==> config.mk <==
export PLATFORM = sky130hd
export DESIGN_NAME = dma_job_queue_with_stats
export DESIGN_NICKNAME = d
export VERILOG_FILES = /design/src/rtl/djq_pkg.sv /design/src/rtl/dma_job_queue_with_stats.sv /design/src/rtl/djq_ctrl.sv /design/src/rtl/djq_datapath.sv
export SDC_FILE = /design/constraint.sdc
export NUM_CORES = 1
export LEC_CHECK = 0
export BUFFER_PORTS_ARGS = -buffer_cell sky130_fd_sc_hd__buf_4
export CAP_MARGIN = 10
export CORE_MARGIN = 4
export CORE_UTILIZATION = 45
export CTS_CLUSTER_SIZE = 12
export DETAILED_ROUTE_END_ITERATION = 12
export PLACE_DENSITY = 0.7
export SLEW_MARGIN = 30
export SYNTH_ARGS = -nofsm -noshare
export SYNTH_HDL_FRONTEND = slang
export SYNTH_SLANG_ARGS = --single-unit
==> constraint.sdc <==
create_clock -name i_clk -period 3.8 [get_ports i_clk]
set_input_delay 0.95 -clock i_clk [delete_from_list [all_inputs] [get_ports i_clk]]
set_output_delay 0.95 -clock i_clk [all_outputs]
set_load 0.005 [all_outputs]
==> src/rtl/djq_pkg.sv <==
// shared types and constants for the dma job queue with statistics
// no dependencies; imported by every module of the block
`timescale 1ns / 1ps
`default_nettype none

package djq_pkg;

    localparam int CMD_W   = 2;
    localparam int SLOT_W  = 2;
    localparam int STAT_W  = 2;
    localparam int TS_W    = 32;
    localparam int CNT_W   = 32;

    localparam logic [TS_W-1:0] FIRST_LIMIT  = 32'd256;
    localparam logic [TS_W-1:0] SECOND_LIMIT = 32'd512;

    typedef enum logic [CMD_W-1:0] {
        CMD_SUBMIT = 2'd0,
        CMD_DONE   = 2'd1,
        CMD_CLEAR  = 2'd2
    } t_cmd;

    typedef enum logic [STAT_W-1:0] {
        STS_OK         = 2'd0,
        STS_RING_FULL  = 2'd1,
        STS_DONE_IDLE  = 2'd2
    } t_status;

    typedef enum logic [1:0] {
        ST_IDLE,
        ST_CALC,
        ST_COMMIT
    } t_state;

    // sequencing commands from the controller to the datapath
    typedef struct packed {
        logic load;
        logic calc;
        logic commit;
    } t_ctl;

endpackage

`default_nettype wire

==> src/rtl/dma_job_queue_with_stats.sv <==
// Dispatcher for dma transfer jobs with completion-time statistics. A command
// is taken when start is high and busy is low. Each command passes through
// the accept, a calc step for the wrapping duration subtract and the pending
// ring read, and a commit step for the queue, engine and statistics updates.
// busy is high in the calc and commit steps, so a new command can only be
// taken once the last one has committed. The result word appears on the o_
// ports in the cycle after the commit, marked by o_valid for exactly one
// cycle; it cannot be held off, so the receiver must capture it then. The
// statistics ports hold their values between results. Depends on djq_pkg,
// djq_ctrl and djq_datapath.
`timescale 1ns / 1ps
`default_nettype none

module dma_job_queue_with_stats
    import djq_pkg::*;
#(
    parameter int RING_SLOTS = 4,
    parameter int TAG_BITS   = 16
) (
    input  wire logic                i_clk,
    input  wire logic                i_rst_n,
    input  wire logic                start,
    output logic                     busy,
    input  wire logic [CMD_W-1:0]    i_command,
    input  wire logic [SLOT_W-1:0]   i_slot,
    input  wire logic [TAG_BITS-1:0] i_job_tag,
    input  wire logic [TS_W-1:0]     i_timestamp_us,
    output logic                     o_valid,
    output logic [STAT_W-1:0]        o_status,
    output logic                     o_start_valid,
    output logic [SLOT_W-1:0]        o_start_slot,
    output logic                     o_done_valid,
    output logic [TAG_BITS-1:0]      o_done_tag,
    output logic [CNT_W-1:0]         o_xfer_count,
    output logic [TS_W-1:0]          o_duration_sum,
    output logic [TS_W-1:0]          o_duration_max,
    output logic [CNT_W-1:0]         o_over_first_limit,
    output logic [CNT_W-1:0]         o_over_second_limit
);

    t_ctl w_ctl;

    djq_ctrl u_ctrl (
        .i_clk   (i_clk),
        .i_rst_n (i_rst_n),
        .i_start (start),
        .o_busy  (busy),
        .o_ctl   (w_ctl)
    );

    djq_datapath #(
        .RING_SLOTS (RING_SLOTS),
        .TAG_BITS   (TAG_BITS)
    ) u_datapath (
        .i_clk               (i_clk),
        .i_rst_n             (i_rst_n),
        .i_ctl               (w_ctl),
        .i_command           (i_command),
        .i_slot              (i_slot),
        .i_job_tag           (i_job_tag),
        .i_timestamp_us      (i_timestamp_us),
        .o_valid             (o_valid),
        .o_status            (o_status),
        .o_start_valid       (o_start_valid),
        .o_start_slot        (o_start_slot),
        .o_done_valid        (o_done_valid),
        .o_done_tag          (o_done_tag),
        .o_xfer_count        (o_xfer_count),
        .o_duration_sum      (o_duration_sum),
        .o_duration_max      (o_duration_max),
        .o_over_first_limit  (o_over_first_limit),
        .o_over_second_limit (o_over_second_limit)
    );

endmodule

`default_nettype wire

==> src/rtl/djq_ctrl.sv <==
// sequencer for the dma job queue: accept, calculate, commit
// depends on djq_pkg
`timescale 1ns / 1ps
`default_nettype none

module djq_ctrl
    import djq_pkg::*;
(
    input  wire logic i_clk,
    input  wire logic i_rst_n,
    input  wire logic i_start,
    output logic      o_busy,
    output t_ctl      o_ctl
);

    t_state r_state;
    t_state n_state;

    always_ff @(posedge i_clk) begin
        if (!i_rst_n) begin
            r_state <= ST_IDLE;
        end else begin
            r_state <= n_state;
        end
    end

    always_comb begin
        n_state      = r_state;
        o_busy       = 1'b1;
        o_ctl.load   = 1'b0;
        o_ctl.calc   = 1'b0;
        o_ctl.commit = 1'b0;
        unique case (r_state)
            ST_IDLE: begin
                o_busy = 1'b0;
                if (i_start) begin
                    o_ctl.load = 1'b1;
                    n_state    = ST_CALC;
                end
            end
            ST_CALC: begin
                o_ctl.calc = 1'b1;
                n_state    = ST_COMMIT;
            end
            ST_COMMIT: begin
                o_ctl.commit = 1'b1;
                n_state      = ST_IDLE;
            end
            default: begin
                n_state = ST_IDLE;
            end
        endcase
    end

endmodule

`default_nettype wire

==> src/rtl/djq_datapath.sv <==
// pending ring, active job, timestamps and statistics registers
// depends on djq_pkg; sequenced by djq_ctrl
`timescale 1ns / 1ps
`default_nettype none

module djq_datapath
    import djq_pkg::*;
#(
    parameter int RING_SLOTS = 4,
    parameter int TAG_BITS   = 16
) (
    input  wire logic                i_clk,
    input  wire logic                i_rst_n,
    input  wire t_ctl                i_ctl,
    input  wire logic [CMD_W-1:0]    i_command,
    input  wire logic [SLOT_W-1:0]   i_slot,
    input  wire logic [TAG_BITS-1:0] i_job_tag,
    input  wire logic [TS_W-1:0]     i_timestamp_us,
    output logic                     o_valid,
    output logic [STAT_W-1:0]        o_status,
    output logic                     o_start_valid,
    output logic [SLOT_W-1:0]        o_start_slot,
    output logic                     o_done_valid,
    output logic [TAG_BITS-1:0]      o_done_tag,
    output logic [CNT_W-1:0]         o_xfer_count,
    output logic [TS_W-1:0]          o_duration_sum,
    output logic [TS_W-1:0]          o_duration_max,
    output logic [CNT_W-1:0]         o_over_first_limit,
    output logic [CNT_W-1:0]         o_over_second_limit
);

    localparam int PTR_W = (RING_SLOTS > 1) ? $clog2(RING_SLOTS) : 1;
    localparam logic [PTR_W-1:0] PTR_LAST = PTR_W'(RING_SLOTS - 1);

    // pending ring storage
    logic [SLOT_W-1:0]   r_ring_slot [RING_SLOTS];
    logic [TAG_BITS-1:0] r_ring_tag  [RING_SLOTS];

    // captured event
    t_cmd                r_cmd;
    logic [SLOT_W-1:0]   r_slot;
    logic [TAG_BITS-1:0] r_tag;
    logic [TS_W-1:0]     r_ts;

    // calc stage results
    logic [TS_W-1:0]     r_dt;
    logic [SLOT_W-1:0]   r_rd_slot;
    logic [TAG_BITS-1:0] r_rd_tag;

    // queue and engine state
    logic [PTR_W-1:0]    r_head, n_head;
    logic [PTR_W-1:0]    r_tail, n_tail;
    logic                r_eng_busy, n_eng_busy;
    logic [SLOT_W-1:0]   r_act_slot, n_act_slot;
    logic [TAG_BITS-1:0] r_act_tag, n_act_tag;
    logic [TS_W-1:0]     r_stamp, n_stamp;

    // statistics
    logic [CNT_W-1:0]    r_count, n_count;
    logic [TS_W-1:0]     r_sum, n_sum;
    logic [TS_W-1:0]     r_max, n_max;
    logic [CNT_W-1:0]    r_over_lo, n_over_lo;
    logic [CNT_W-1:0]    r_over_hi, n_over_hi;

    // result word
    logic                r_valid;
    t_status             r_status, n_status;
    logic                r_start_valid, n_start_valid;
    logic [SLOT_W-1:0]   r_start_slot, n_start_slot;
    logic                r_done_valid, n_done_valid;
    logic [TAG_BITS-1:0] r_done_tag, n_done_tag;

    logic                n_ring_we;
    logic [PTR_W-1:0]    w_head_nxt;
    logic [PTR_W-1:0]    w_tail_nxt;

    assign w_head_nxt = (r_head == PTR_LAST) ? '0 : r_head + 1'b1;
    assign w_tail_nxt = (r_tail == PTR_LAST) ? '0 : r_tail + 1'b1;

    // capture, duration subtract and ring read
    always_ff @(posedge i_clk) begin
        if (i_ctl.load) begin
            r_cmd  <= t_cmd'(i_command);
            r_slot <= i_slot;
            r_tag  <= i_job_tag;
            r_ts   <= i_timestamp_us;
        end
        if (i_ctl.calc) begin
            r_dt      <= r_ts - r_stamp;
            r_rd_slot <= r_ring_slot[r_head];
            r_rd_tag  <= r_ring_tag[r_head];
        end
    end

    always_ff @(posedge i_clk) begin
        if (n_ring_we) begin
            r_ring_slot[r_tail] <= r_slot;
            r_ring_tag[r_tail]  <= r_tag;
        end
    end

    always_comb begin
        n_head        = r_head;
        n_tail        = r_tail;
        n_eng_busy    = r_eng_busy;
        n_act_slot    = r_act_slot;
        n_act_tag     = r_act_tag;
        n_stamp       = r_stamp;
        n_count       = r_count;
        n_sum         = r_sum;
        n_max         = r_max;
        n_over_lo     = r_over_lo;
        n_over_hi     = r_over_hi;
        n_status      = STS_OK;
        n_start_valid = 1'b0;
        n_start_slot  = '0;
        n_done_valid  = 1'b0;
        n_done_tag    = '0;
        n_ring_we     = 1'b0;
        if (i_ctl.commit) begin
            unique case (r_cmd)
                CMD_SUBMIT: begin
                    if (!r_eng_busy) begin
                        n_act_slot    = r_slot;
                        n_act_tag     = r_tag;
                        n_stamp       = r_ts;
                        n_eng_busy    = 1'b1;
                        n_start_valid = 1'b1;
                        n_start_slot  = r_slot;
                    end else if (w_tail_nxt == r_head) begin
                        n_status = STS_RING_FULL;
                    end else begin
                        n_ring_we = 1'b1;
                        n_tail    = w_tail_nxt;
                    end
                end
                CMD_DONE: begin
                    if (!r_eng_busy) begin
                        n_status = STS_DONE_IDLE;
                    end else begin
                        n_count = r_count + 1'b1;
                        n_sum   = r_sum + r_dt;
                        if (r_dt > r_max) begin
                            n_max = r_dt;
                        end
                        if (r_dt > FIRST_LIMIT) begin
                            n_over_lo = r_over_lo + 1'b1;
                        end
                        if (r_dt > SECOND_LIMIT) begin
                            n_over_hi = r_over_hi + 1'b1;
                        end
                        n_done_valid = 1'b1;
                        n_done_tag   = r_act_tag;
                        // chain straight into the next pending job
                        if (r_head != r_tail) begin
                            n_act_slot    = r_rd_slot;
                            n_act_tag     = r_rd_tag;
                            n_head        = w_head_nxt;
                            n_stamp       = r_ts;
                            n_start_valid = 1'b1;
                            n_start_slot  = r_rd_slot;
                        end else begin
                            n_eng_busy = 1'b0;
                        end
                    end
                end
                CMD_CLEAR: begin
                    n_count   = '0;
                    n_sum     = '0;
                    n_max     = '0;
                    n_over_lo = '0;
                    n_over_hi = '0;
                end
                default: begin
                end
            endcase
        end
    end

    always_ff @(posedge i_clk) begin
        if (!i_rst_n) begin
            r_head        <= '0;
            r_tail        <= '0;
            r_eng_busy    <= 1'b0;
            r_act_slot    <= '0;
            r_act_tag     <= '0;
            r_stamp       <= '0;
            r_count       <= '0;
            r_sum         <= '0;
            r_max         <= '0;
            r_over_lo     <= '0;
            r_over_hi     <= '0;
            r_valid       <= 1'b0;
            r_status      <= STS_OK;
            r_start_valid <= 1'b0;
            r_start_slot  <= '0;
            r_done_valid  <= 1'b0;
            r_done_tag    <= '0;
        end else begin
            r_valid <= i_ctl.commit;
            if (i_ctl.commit) begin
                r_head        <= n_head;
                r_tail        <= n_tail;
                r_eng_busy    <= n_eng_busy;
                r_act_slot    <= n_act_slot;
                r_act_tag     <= n_act_tag;
                r_stamp       <= n_stamp;
                r_count       <= n_count;
                r_sum         <= n_sum;
                r_max         <= n_max;
                r_over_lo     <= n_over_lo;
                r_over_hi     <= n_over_hi;
                r_status      <= n_status;
                r_start_valid <= n_start_valid;
                r_start_slot  <= n_start_slot;
                r_done_valid  <= n_done_valid;
                r_done_tag    <= n_done_tag;
            end
        end
    end

    assign o_valid             = r_valid;
    assign o_status            = r_status;
    assign o_start_valid       = r_start_valid;
    assign o_start_slot        = r_start_slot;
    assign o_done_valid        = r_done_valid;
    assign o_done_tag          = r_done_tag;
    assign o_xfer_count        = r_count;
    assign o_duration_sum      = r_sum;
    assign o_duration_max      = r_max;
    assign o_over_first_limit  = r_over_lo;
    assign o_over_second_limit = r_over_hi;

endmodule

`default_nettype wire

---- Word-level counts from Yosys, hierarchy flattened ----
Memories as Yosys holds them, arrays and structs flattened. A register that Yosys moved wholly into a read port is not among the register bits.
Cells that the tools add are included.
word-level totals
  bits in registers ....................... 322
  RAM bits ................................ 72
  input bits .............................. 55
  output and inout bits ................... 184
  word-level logic and storage cells ...... 115
  memories kept ........................... 2
memory list
  memory                  words  width  rd ports  clocked after Yosys merged registers in  write ports  line                RTL
  u_datapath.r_ring_tag   4      16     1         1                                        1            djq_datapath.sv:37  logic [TAG_BITS-1:0] r_ring_tag [RING_SLOTS];
  u_datapath.r_ring_slot  4      2      1         1                                        1            djq_datapath.sv:36  logic [SLOT_W-1:0] r_ring_slot [RING_SLOTS];
operators by class
  $add $sub $neg .......................... 7
  order comparisons ....................... 3
  equality and inequality tests ........... 15
  muxes and demuxes ....................... 53
  bitwise logic cells ..................... 1
  reduce and logical (&&, ||, !) cells .... 12
operators with widths
  cell                                                             number
  case mux 32 bit (2 select lines)                                 6
  2-to-1 mux 32 bit                                                11
  adder 32 x 1 -> 32 bit, second input constant                    3
  2-to-1 mux 16 bit                                                5
  adder 32 bit                                                     1
  greater-than comparator 32 x 10 -> 1 bit, second input constant  1
  greater-than comparator 32 bit                                   1
  greater-than comparator 32 x 9 -> 1 bit, second input constant   1
  case mux 16 bit (2 select lines)                                 1
  subtractor 32 bit                                                1
  AND reduction 4 bit                                              5
  2-to-1 mux 1 bit                                                 17
  2-to-1 mux 2 bit                                                 8
  case mux 2 bit (2 select lines)                                  3
  != test 2 x 1 -> 1 bit, second input constant                    5
  == test 2 bit, second input constant                             4
  AND reduction 5 bit                                              1
  adder 2 x 1 -> 2 bit, second input constant                      2
  == test 2 x 1 -> 1 bit, second input constant                    2
  zero test 2 bit                                                  2
  != test 2 bit, second input constant                             2
  case mux 1 bit (2 select lines)                                  2
  nonzero test 2 bit                                               2
  AND reduction 3 bit                                              1
  4 further kinds                                                  4

---- Depth between registers and ports, before layout ----
Gate-level depths: netlist of run 1.
  depth in word-level cells ............... 9
  depth in mapped cells ................... 13
  mapped depth without buffers ............ 12

---- Modules after synthesis ----
From an unflattened synthesis of run 1, not the netlist that was laid out.
second synthesis, totals
  cell total of the unflattened synthesis .. 1843
  area, all modules ....................... 19392.3 um^2
by module, submodules not included
  module        times used  cells each  area each (um^2)  seq. area each (um^2)
  djq_datapath  1           1834        19291.0           9949.5
  djq_ctrl      1           9           101.3             40.0

---- Least setup slack after synthesis of run 1 ----
OpenSTA, ideal clock, no wires.
  path type ............................... input-to-reg
  from .................................... input port start
  to ...................................... register u_datapath.r_cmd[0], enable pin
  library setup time ...................... 463 ps
  arrival ................................. 3173 ps
  data required time ...................... 3337 ps
  slack ................................... 164 ps
  cell stages on the path ................. 2
  buffers on the path ..................... 0
  cells stage by stage .................... inv_1 > nor2_1
RTL lines
  item                    line                            RTL
  start: declaration      dma_job_queue_with_stats.sv:22  input wire logic start,
  end signal: assignment  djq_datapath.sv:83              r_cmd <= t_cmd'(i_command);
  end: declaration        djq_datapath.sv:40              t_cmd r_cmd;

---- Worst setup path after layout of run 1 ----
  from .................................... register u_datapath.r_cmd[1]
  to ...................................... register u_datapath.r_count[30], in the netlist u_datapath.o_xfer_count[30]
between the ends
  word-level cells in the longest chain between the ends .. 3
  elaborated cells between the ends (all ways) .. 6
  classes of those cells .................. eq/ne (3); mux (1); reduce/logical (2)
ends and longest elaborated chain
  item                                                                    line                 RTL
  == test 2 x 1 -> 1 bit or == test 2 bit (tied branches)                 djq_datapath.sv:121  unique case (r_cmd)
  != test 2 x 1 -> 1 bit (no line) or nonzero test 2 bit (tied branches)  --
  AND reduction 3 bit (no line)                                           --
  end signal: assignment                                                  djq_datapath.sv:208  r_count <= n_count;
  end: declaration                                                        djq_datapath.sv:59   logic [CNT_W-1:0] r_count, n_count;
Several ways; a longest one is shown, not always the timed one.
A chain may end at the register's enable or synchronous reset.

==> out/results.txt, run 1 <==
die width -> 216 µm
row cnt -> 75
CP Max Fanout -> 20
CTS Hold Bufs -> 0
leading cell type in the layout, fill and taps excluded -> buf_4
Vias/cell -> 5.33
Cell Area, Synth -> 19,400 µm²
number of synthesized register bits -> 412
cts repair resizes -> 0
Psw -> 2.21 mW
Post-synth EDFFs -> 174
grt ovf -> 0
Total Power -> 9.52 mW
total CTS buffers -> 45
RSZ-0062 raised after global routing -> false
Max Fclk -> 0.300 GHz
ys flop type -> dfxtp_1
Layout Area Growth over Synthesis -> 19.4%
root buf cell -> clkbuf_16
crit end category -> flop
Internal Pwr Total -> 7.31 mW
crit path kind -> reg -> reg
Cells after Synth -> 1,848
outcome -> completed
post-synthesis net count -> 2,010
cells along the critical path -> inv_1 -> ha_1 -> buf_4 -> mux2i_1 -> and4b_1 -> and4_1 -> nand2_1 -> or2_1 -> or3_4 -> or3_1 -> a21oi_1
Flop pwr share -> 50.5%
Placer Congestion -> 0.873
Worst Tran Pin Value -> 0.982 ns
Net Sw Frac -> 23.2%
Crit path largest cell delay -> 0.40 ns
Synth area leader -> edfxtp_1
# port buffers -> 238
detailed-router iteration count before antenna repair -> 5
clk_skew -> 0.0159 ns
Clock Power Share -> 43.2%
register area share after synthesis -> 51.5%
post-layout min period -> 3.34 ns
CTS clk-pin slew, worst paths -> 0.06 ns
Synth top area share -> 27.0%
initial antenna violation count -> 1
buffer depth of the longest clock path -> 3
CTS tree -> built
met3 Resource Use GR -> 4.74%
Hold Path Cell Cnt -> 2
Core Footprint -> 42,200 µm²
max-cap viol count -> 0
final core area utilization -> 54.8%
Final #Nets -> 2,237
Leak -> 9.06 nW
Max VDD drop -> 0.292 mV
grt peak-use layer -> met2
drt total wl -> 45.9 mm
slowest CP cell -> edfxtp_1
Die ar. -> 46,500 µm²
vias in the first global route -> 13,800
worst reg2reg path depth -> 11
Worst EP arrival -> 3.83 ns
fin cells -> 2,652
first-pass GRT wire length -> 73.7 mm
fill count -> 3,635
flip-flop and latch area -> 9990 µm²
asr flop ratio synth -> 0%
Comb pwr share -> 6.3%
first-iteration detailed-routing DRC count -> 915
Sink Count -> 412
Place WS -> 0.514 ns
placed cell count -> 2,566
post-CTS setup buffers -> 0
Worst-Skew Late Latency -> 0.59 ns
dpl hpwl -> 33.0 mm
die height -> 216 µm
post-synth cell types -> 68
H-tree lvl count -> 2
largest cells by area after synthesis -> edfxtp_1 27%, dfxtp_1 25%, ha_1 6.8%
max_slew headroom -> 34.5%
Syn. warnings -> 0
multi-input logic area -> 8780 µm²
Sum Neg Setup Slack -> 0 ns
Critical Path Source Type -> flop
Finish-stage setup viols -> 0
met1 GRT Util -> 25.8%
pwr/cell area -> 411 nW/µm²
Hold Fails Final Rpt -> 0
DRC -> 0
Worst Hold Class -> reg -> reg
setup ws final -> 0.464 ns
layout cells sized above 1 -> 18.1%
Total Routing Usage GR -> 19.3%
IO Count -> 239
DRT antenna net count -> 0
WL per Instance -> 17.3 µm
pin count of the biggest net entering global routing -> 66
Final Max Slew Viols -> 0
routing usage on met2 -> 31.1%
period utilization -> 87.8%
via count -> 14,100
Initial Utilization -> 45.9%
synthesized area per cell -> 10.5 µm²
Worst Path Required -> 4.29 ns
commonest cells after routing, fill and taps aside -> 254 x buf_4, 238 x dfxtp_1, 216 x nand2_1, 174 x edfxtp_1, 124 x nor2_1
-- power groups by stage --
| stage | logic, mW | registers, mW | clock network [mW] |
|---|---|---|---|
| after floorplan | 0.417 | 4.86 | 0 |
| after global placement | 0.581 | 4.89 | 0 |
| after detailed placement | 0.595 | 4.90 | 0 |
| after CTS | 0.599 | 4.80 | 4.23 |
| after global routing | 0.673 | 4.81 | 4.44 |
| final | 0.601 | 4.80 | 4.11 |
-- area by class of cell --
class | instances | share of cell area, %
inverter | 88 | 1.43
multi-input combinational | 1271 | 37.9
sequential | 412 | 43.2
clock buffer | 68 | 5.45
tap | 539 | 2.91
clock inverter | 16 | 0.562
timing repair buffer | 257 | 8.53
antenna | 1 | 0.0108
-- worst max-delay path, delay by kind of cell (launching register included) --
family                     cells  cell delay, ns
adders and majority gates      1            0.25
and+or+nand+nor                6            1.73
DFF                            1            0.40
muxes                          1            0.23
AOI/OAI and AO/OA              1            0.17
buffers and inverters          2            0.48
-- logic make-up after synthesis --
logic type	count (synthesis)	share of synthesized area, %
buffers and inverters	165	3.30
flip-flops	412	51.5
adder cells (fa/ha/maj)	107	6.98
XOR/XNOR	140	6.33
AO/OA/AOI/OAI	360	12.6
multiplexers	40	3.23
AND/OR/NAND/NOR	624	16.0
-- metrics by stage --
stage               instance area [µm²]  hold slack (ns)
detailed placement                21700            0.458
CTS                               23100            0.466
global placement                  21700            0.451
global route                      23100            0.484
finish                            23100            0.462
floorplan                         19400            0.443
-- routing by layer --
metal	vias up	part of all wire, %
met2	315	46
met4	0	3.0
li1	7043	-
met5	-	0
met3	79	5.8
met1	6703	45
-- Yosys cell counts, types with 6 or more instances --
library cell,n
a21boi_0,68
a21o_1,42
a21oi_1,86
a22oi_1,29
a31oi_1,11
and2_1,17
and3_1,28
and4_1,9
buf_1,11
clkbuf_1,59
dfxtp_1,238
edfxtp_1,174
ha_1,105
inv_1,88
mux2i_1,22
mux4_2,18
nand2_1,218
nand2b_1,8
nand3_1,41
nand4_1,38
nor2_1,125
nor2b_1,51
nor3_1,19
nor3b_1,6
nor4_1,9
o211a_1,17
o21a_1,10
o21ai_0,50
o21bai_1,8
or3_1,13
or3b_2,28
xnor2_1,45
xor2_1,95
-- sequential cells by signal, indices dropped and copies added, names as in the netlist, 2 cells and up --
register,cells
u_datapath.o_status,2
u_datapath.o_over_first_limit,32
u_datapath.r_cmd,2
u_datapath.r_act_tag,16
u_datapath.o_xfer_count,32
u_datapath.r_tag,16
u_ctrl.r_state,2
u_datapath.o_duration_max,32
u_datapath.o_done_tag,16
u_datapath.r_rd_slot,2
u_datapath.r_rd_tag,16
u_datapath.o_duration_sum,32
u_datapath.r_ts,32
u_datapath.r_stamp,32
u_datapath.r_ring_slot,8
u_datapath.r_tail,2
u_datapath.r_ring_tag,64
u_datapath.r_dt,32
u_datapath.r_slot,2
u_datapath.r_head,2
u_datapath.o_start_slot,2
u_datapath.o_over_second_limit,32
-- final timing paths --
kind / from / end / slack, ns
worst min-delay path: u_datapath.r_stamp[20] / u_datapath.r_stamp[20] / 0.46
worst min register to register: u_datapath.r_stamp[20] / u_datapath.r_stamp[20] / 0.46
worst max register to register: u_datapath.r_cmd[1] / u_datapath.o_xfer_count[30] / 0.46
worst max-delay path: u_datapath.r_cmd[1] / u_datapath.o_xfer_count[30] / 0.46
Note: power is estimated with default switching activity, not from simulation.
==> inputs of run 2 (changes only) <==
--- a/config.mk
+++ b/config.mk
@@ -12,6 +12,7 @@
 export CTS_CLUSTER_SIZE = 12
 export DETAILED_ROUTE_END_ITERATION = 12
 export PLACE_DENSITY = 0.7
+export RECOVER_POWER = 100
 export SLEW_MARGIN = 30
 export SYNTH_ARGS = -nofsm -noshare
 export SYNTH_HDL_FRONTEND = slang
==> out/results.txt, run 2 (synthesized netlist as in run 1, its figures left out) <==
Hold Path Cell Cnt -> 2
largest register by flop count -> u_datapath.r_ring_tag
Worst Tran Pin Value -> 1.95 ns
fill count -> 3,714
Worst Path Required -> 4.28 ns
Max Fclk -> 0.294 GHz
RSZ-0062 raised after global routing -> false
cts repair resizes -> 0
drt total wl -> 45.7 mm
via count -> 14,100
CTS Hold Bufs -> 0
r2r endpoint -> u_datapath.o_xfer_count[30]
Finish-stage setup viols -> 0
failing checks -> capacitance limit, slew limit
pwr/cell area -> 417 nW/µm²
die width -> 216 µm
IO Count -> 239
pin count of the biggest net entering global routing -> 66
Cell Area, Placed -> 21,700 µm²
outcome -> finished, violations left
# port buffers -> 238
die height -> 216 µm
Core Footprint -> 42,200 µm²
flip-flop and latch area -> 9990 µm²
crit end category -> flop
max-cap viol count -> 2
Sum Neg Setup Slack -> 0 ns
H-tree lvl count -> 2
Worst Hold Class -> reg -> reg
period utilization -> 89.5%
detailed-router iteration count before antenna repair -> 5
Critical Path Source Type -> flop
buffer depth of the longest clock path -> 3
root buf cell -> clkbuf_16
WL per Instance -> 17.2 µm
Total Routing Usage GR -> 19.3%
first-iteration detailed-routing DRC count -> 921
Leak -> 8.64 nW
Layout Area Growth over Synthesis -> 17.7%
Hold Startpoint -> u_datapath.r_stamp[20]
Placer Congestion -> 0.873
first-pass GRT wire length -> 73.7 mm
vias in the first global route -> 13,800
initial antenna violation count -> 1
leading cell type in the layout, fill and taps excluded -> dfxtp_1
Final Instance Area -> 22,800 µm²
Sink Count -> 412
CP dominant cell by count -> or3_1
CTS clk-pin slew, worst paths -> 0.06 ns
DRC -> 0
CTS tree -> built
multi-input logic area -> 8760 µm²
post-layout min period -> 3.40 ns
post-CTS setup buffers -> 0
cells along the critical path -> inv_1 -> ha_1 -> buf_4 -> mux2i_1 -> and4b_1 -> and4_1 -> nand2_1 -> or2_0 -> or3_1 -> or3_1 -> a21oi_1
worst reg2reg path depth -> 11
crit path kind -> reg -> reg
Max VDD drop -> 0.291 mV
Die ar. -> 46,500 µm²
slowest CP cell -> or3_1
commonest cells after routing, fill and taps aside -> 238 x dfxtp_1, 216 x nand2_1, 174 x edfxtp_1, 166 x clkbuf_4, 124 x nor2_1
Largest register FFs -> 64
Worst Hold End -> u_datapath.r_stamp[20]
Worst-Skew Late Latency -> 0.59 ns
grt ovf -> 0
Hold Fails Final Rpt -> 0
Crit path largest cell delay -> 0.43 ns
register-to-register setup slack -> 0.40 ns
Vias/cell -> 5.33
clk_skew -> 0.0163 ns
Initial Utilization -> 45.9%
dpl hpwl -> 33.0 mm
final core area utilization -> 54.0%
row cnt -> 75
DRT antenna net count -> 0
Final Max Slew Viols -> 64
CP Max Fanout -> 20
launching point of the worst reg2reg path -> u_datapath.r_cmd[1]
total CTS buffers -> 45
buffers plus inverters on the worst setup path -> 2
layout cells sized above 1 -> 14.2%
Worst EP arrival -> 3.88 ns
Final #Nets -> 2,237
max_slew headroom -> -29.7%
cell family with the largest share of critical-path delay -> simple AND/OR/NAND/NOR gates
[run 2: changes by cell type in the layout (fill, tap and decap cells not counted), moves of 2 or more]
cell | before | now
buf_4 | 254 | 9
clkbuf_4 | 0 | 166
clkbuf_1 | 18 | 92
and2_0 | 0 | 4
clkbuf_2 | 0 | 4
and2_2 | 3 | 0
buf_1 | 0 | 2
[run 2: worst max path at each step]
stage / from / endpoint / slack (ns) / cells after the start
final: u_datapath.r_cmd[1] / u_datapath.o_xfer_count[30] / 0.40 / 11
after global routing: u_datapath.r_cmd[1] / u_datapath.o_xfer_count[30] / 0.14 / 11
after CTS: u_datapath.r_cmd[1] / u_datapath.o_xfer_count[30] / 0.49 / 11
after detailed placement: u_datapath.r_cmd[1] / u_datapath.o_xfer_count[30] / 0.51 / 11
after global placement: u_datapath.r_cmd[1] / u_datapath.o_xfer_count[28] / 0.58 / 11
after floorplan: start / u_datapath.r_cmd[0] / 0.16 / 2
[run 2: worst reg2reg max path, cell delays in order, from the launching register on]
cell,delay [ns]
edfxtp_1,0.39
inv_1,0.09
ha_1,0.25
buf_4,0.39
mux2i_1,0.22
and4b_1,0.32
and4_1,0.32
nand2_1,0.07
or2_0,0.33
or3_1,0.43
or3_1,0.33
a21oi_1,0.17
[run 2: area by class of cell]
class	instances	area share, %
diodes	1	0.0110
clock buffers	68	5.54
clock inverters	16	0.571
inverters	88	1.45
multi-input cells	1271	38.4
flip-flops and latches	412	43.8
well taps	539	2.96
repair buffers	257	7.27
[run 2: stage by stage]
step | cells | hold WS (ns) | setup WS [ns] | power (mW)
6_report | 2652 | 0.465 | 0.399 | 9.50
5_1_grt | 2652 | 0.490 | 0.140 | 9.91
3_5_place_dp | 2566 | 0.458 | 0.514 | 5.49
2_1_floorplan | 1848 | 0.443 | 0.164 | 5.28
3_3_place_gp | 2566 | 0.451 | 0.579 | 5.47
4_1_cts | 2650 | 0.466 | 0.486 | 9.63
[run 2: layer usage]
metal	up-vias	track usage (%)	share of wire [%]
met5	-	0	0
met2	301	31.1	46
met3	76	4.74	5.5
met1	6718	25.8	45
li1	7049	-	-
met4	0	6.29	3.0
[run 2: power breakdown]
part	internal, mW	switching, mW
logic	0.248	0.336
registers	4.72	0.0828
clock network	2.33	1.79
total	7.30	2.21
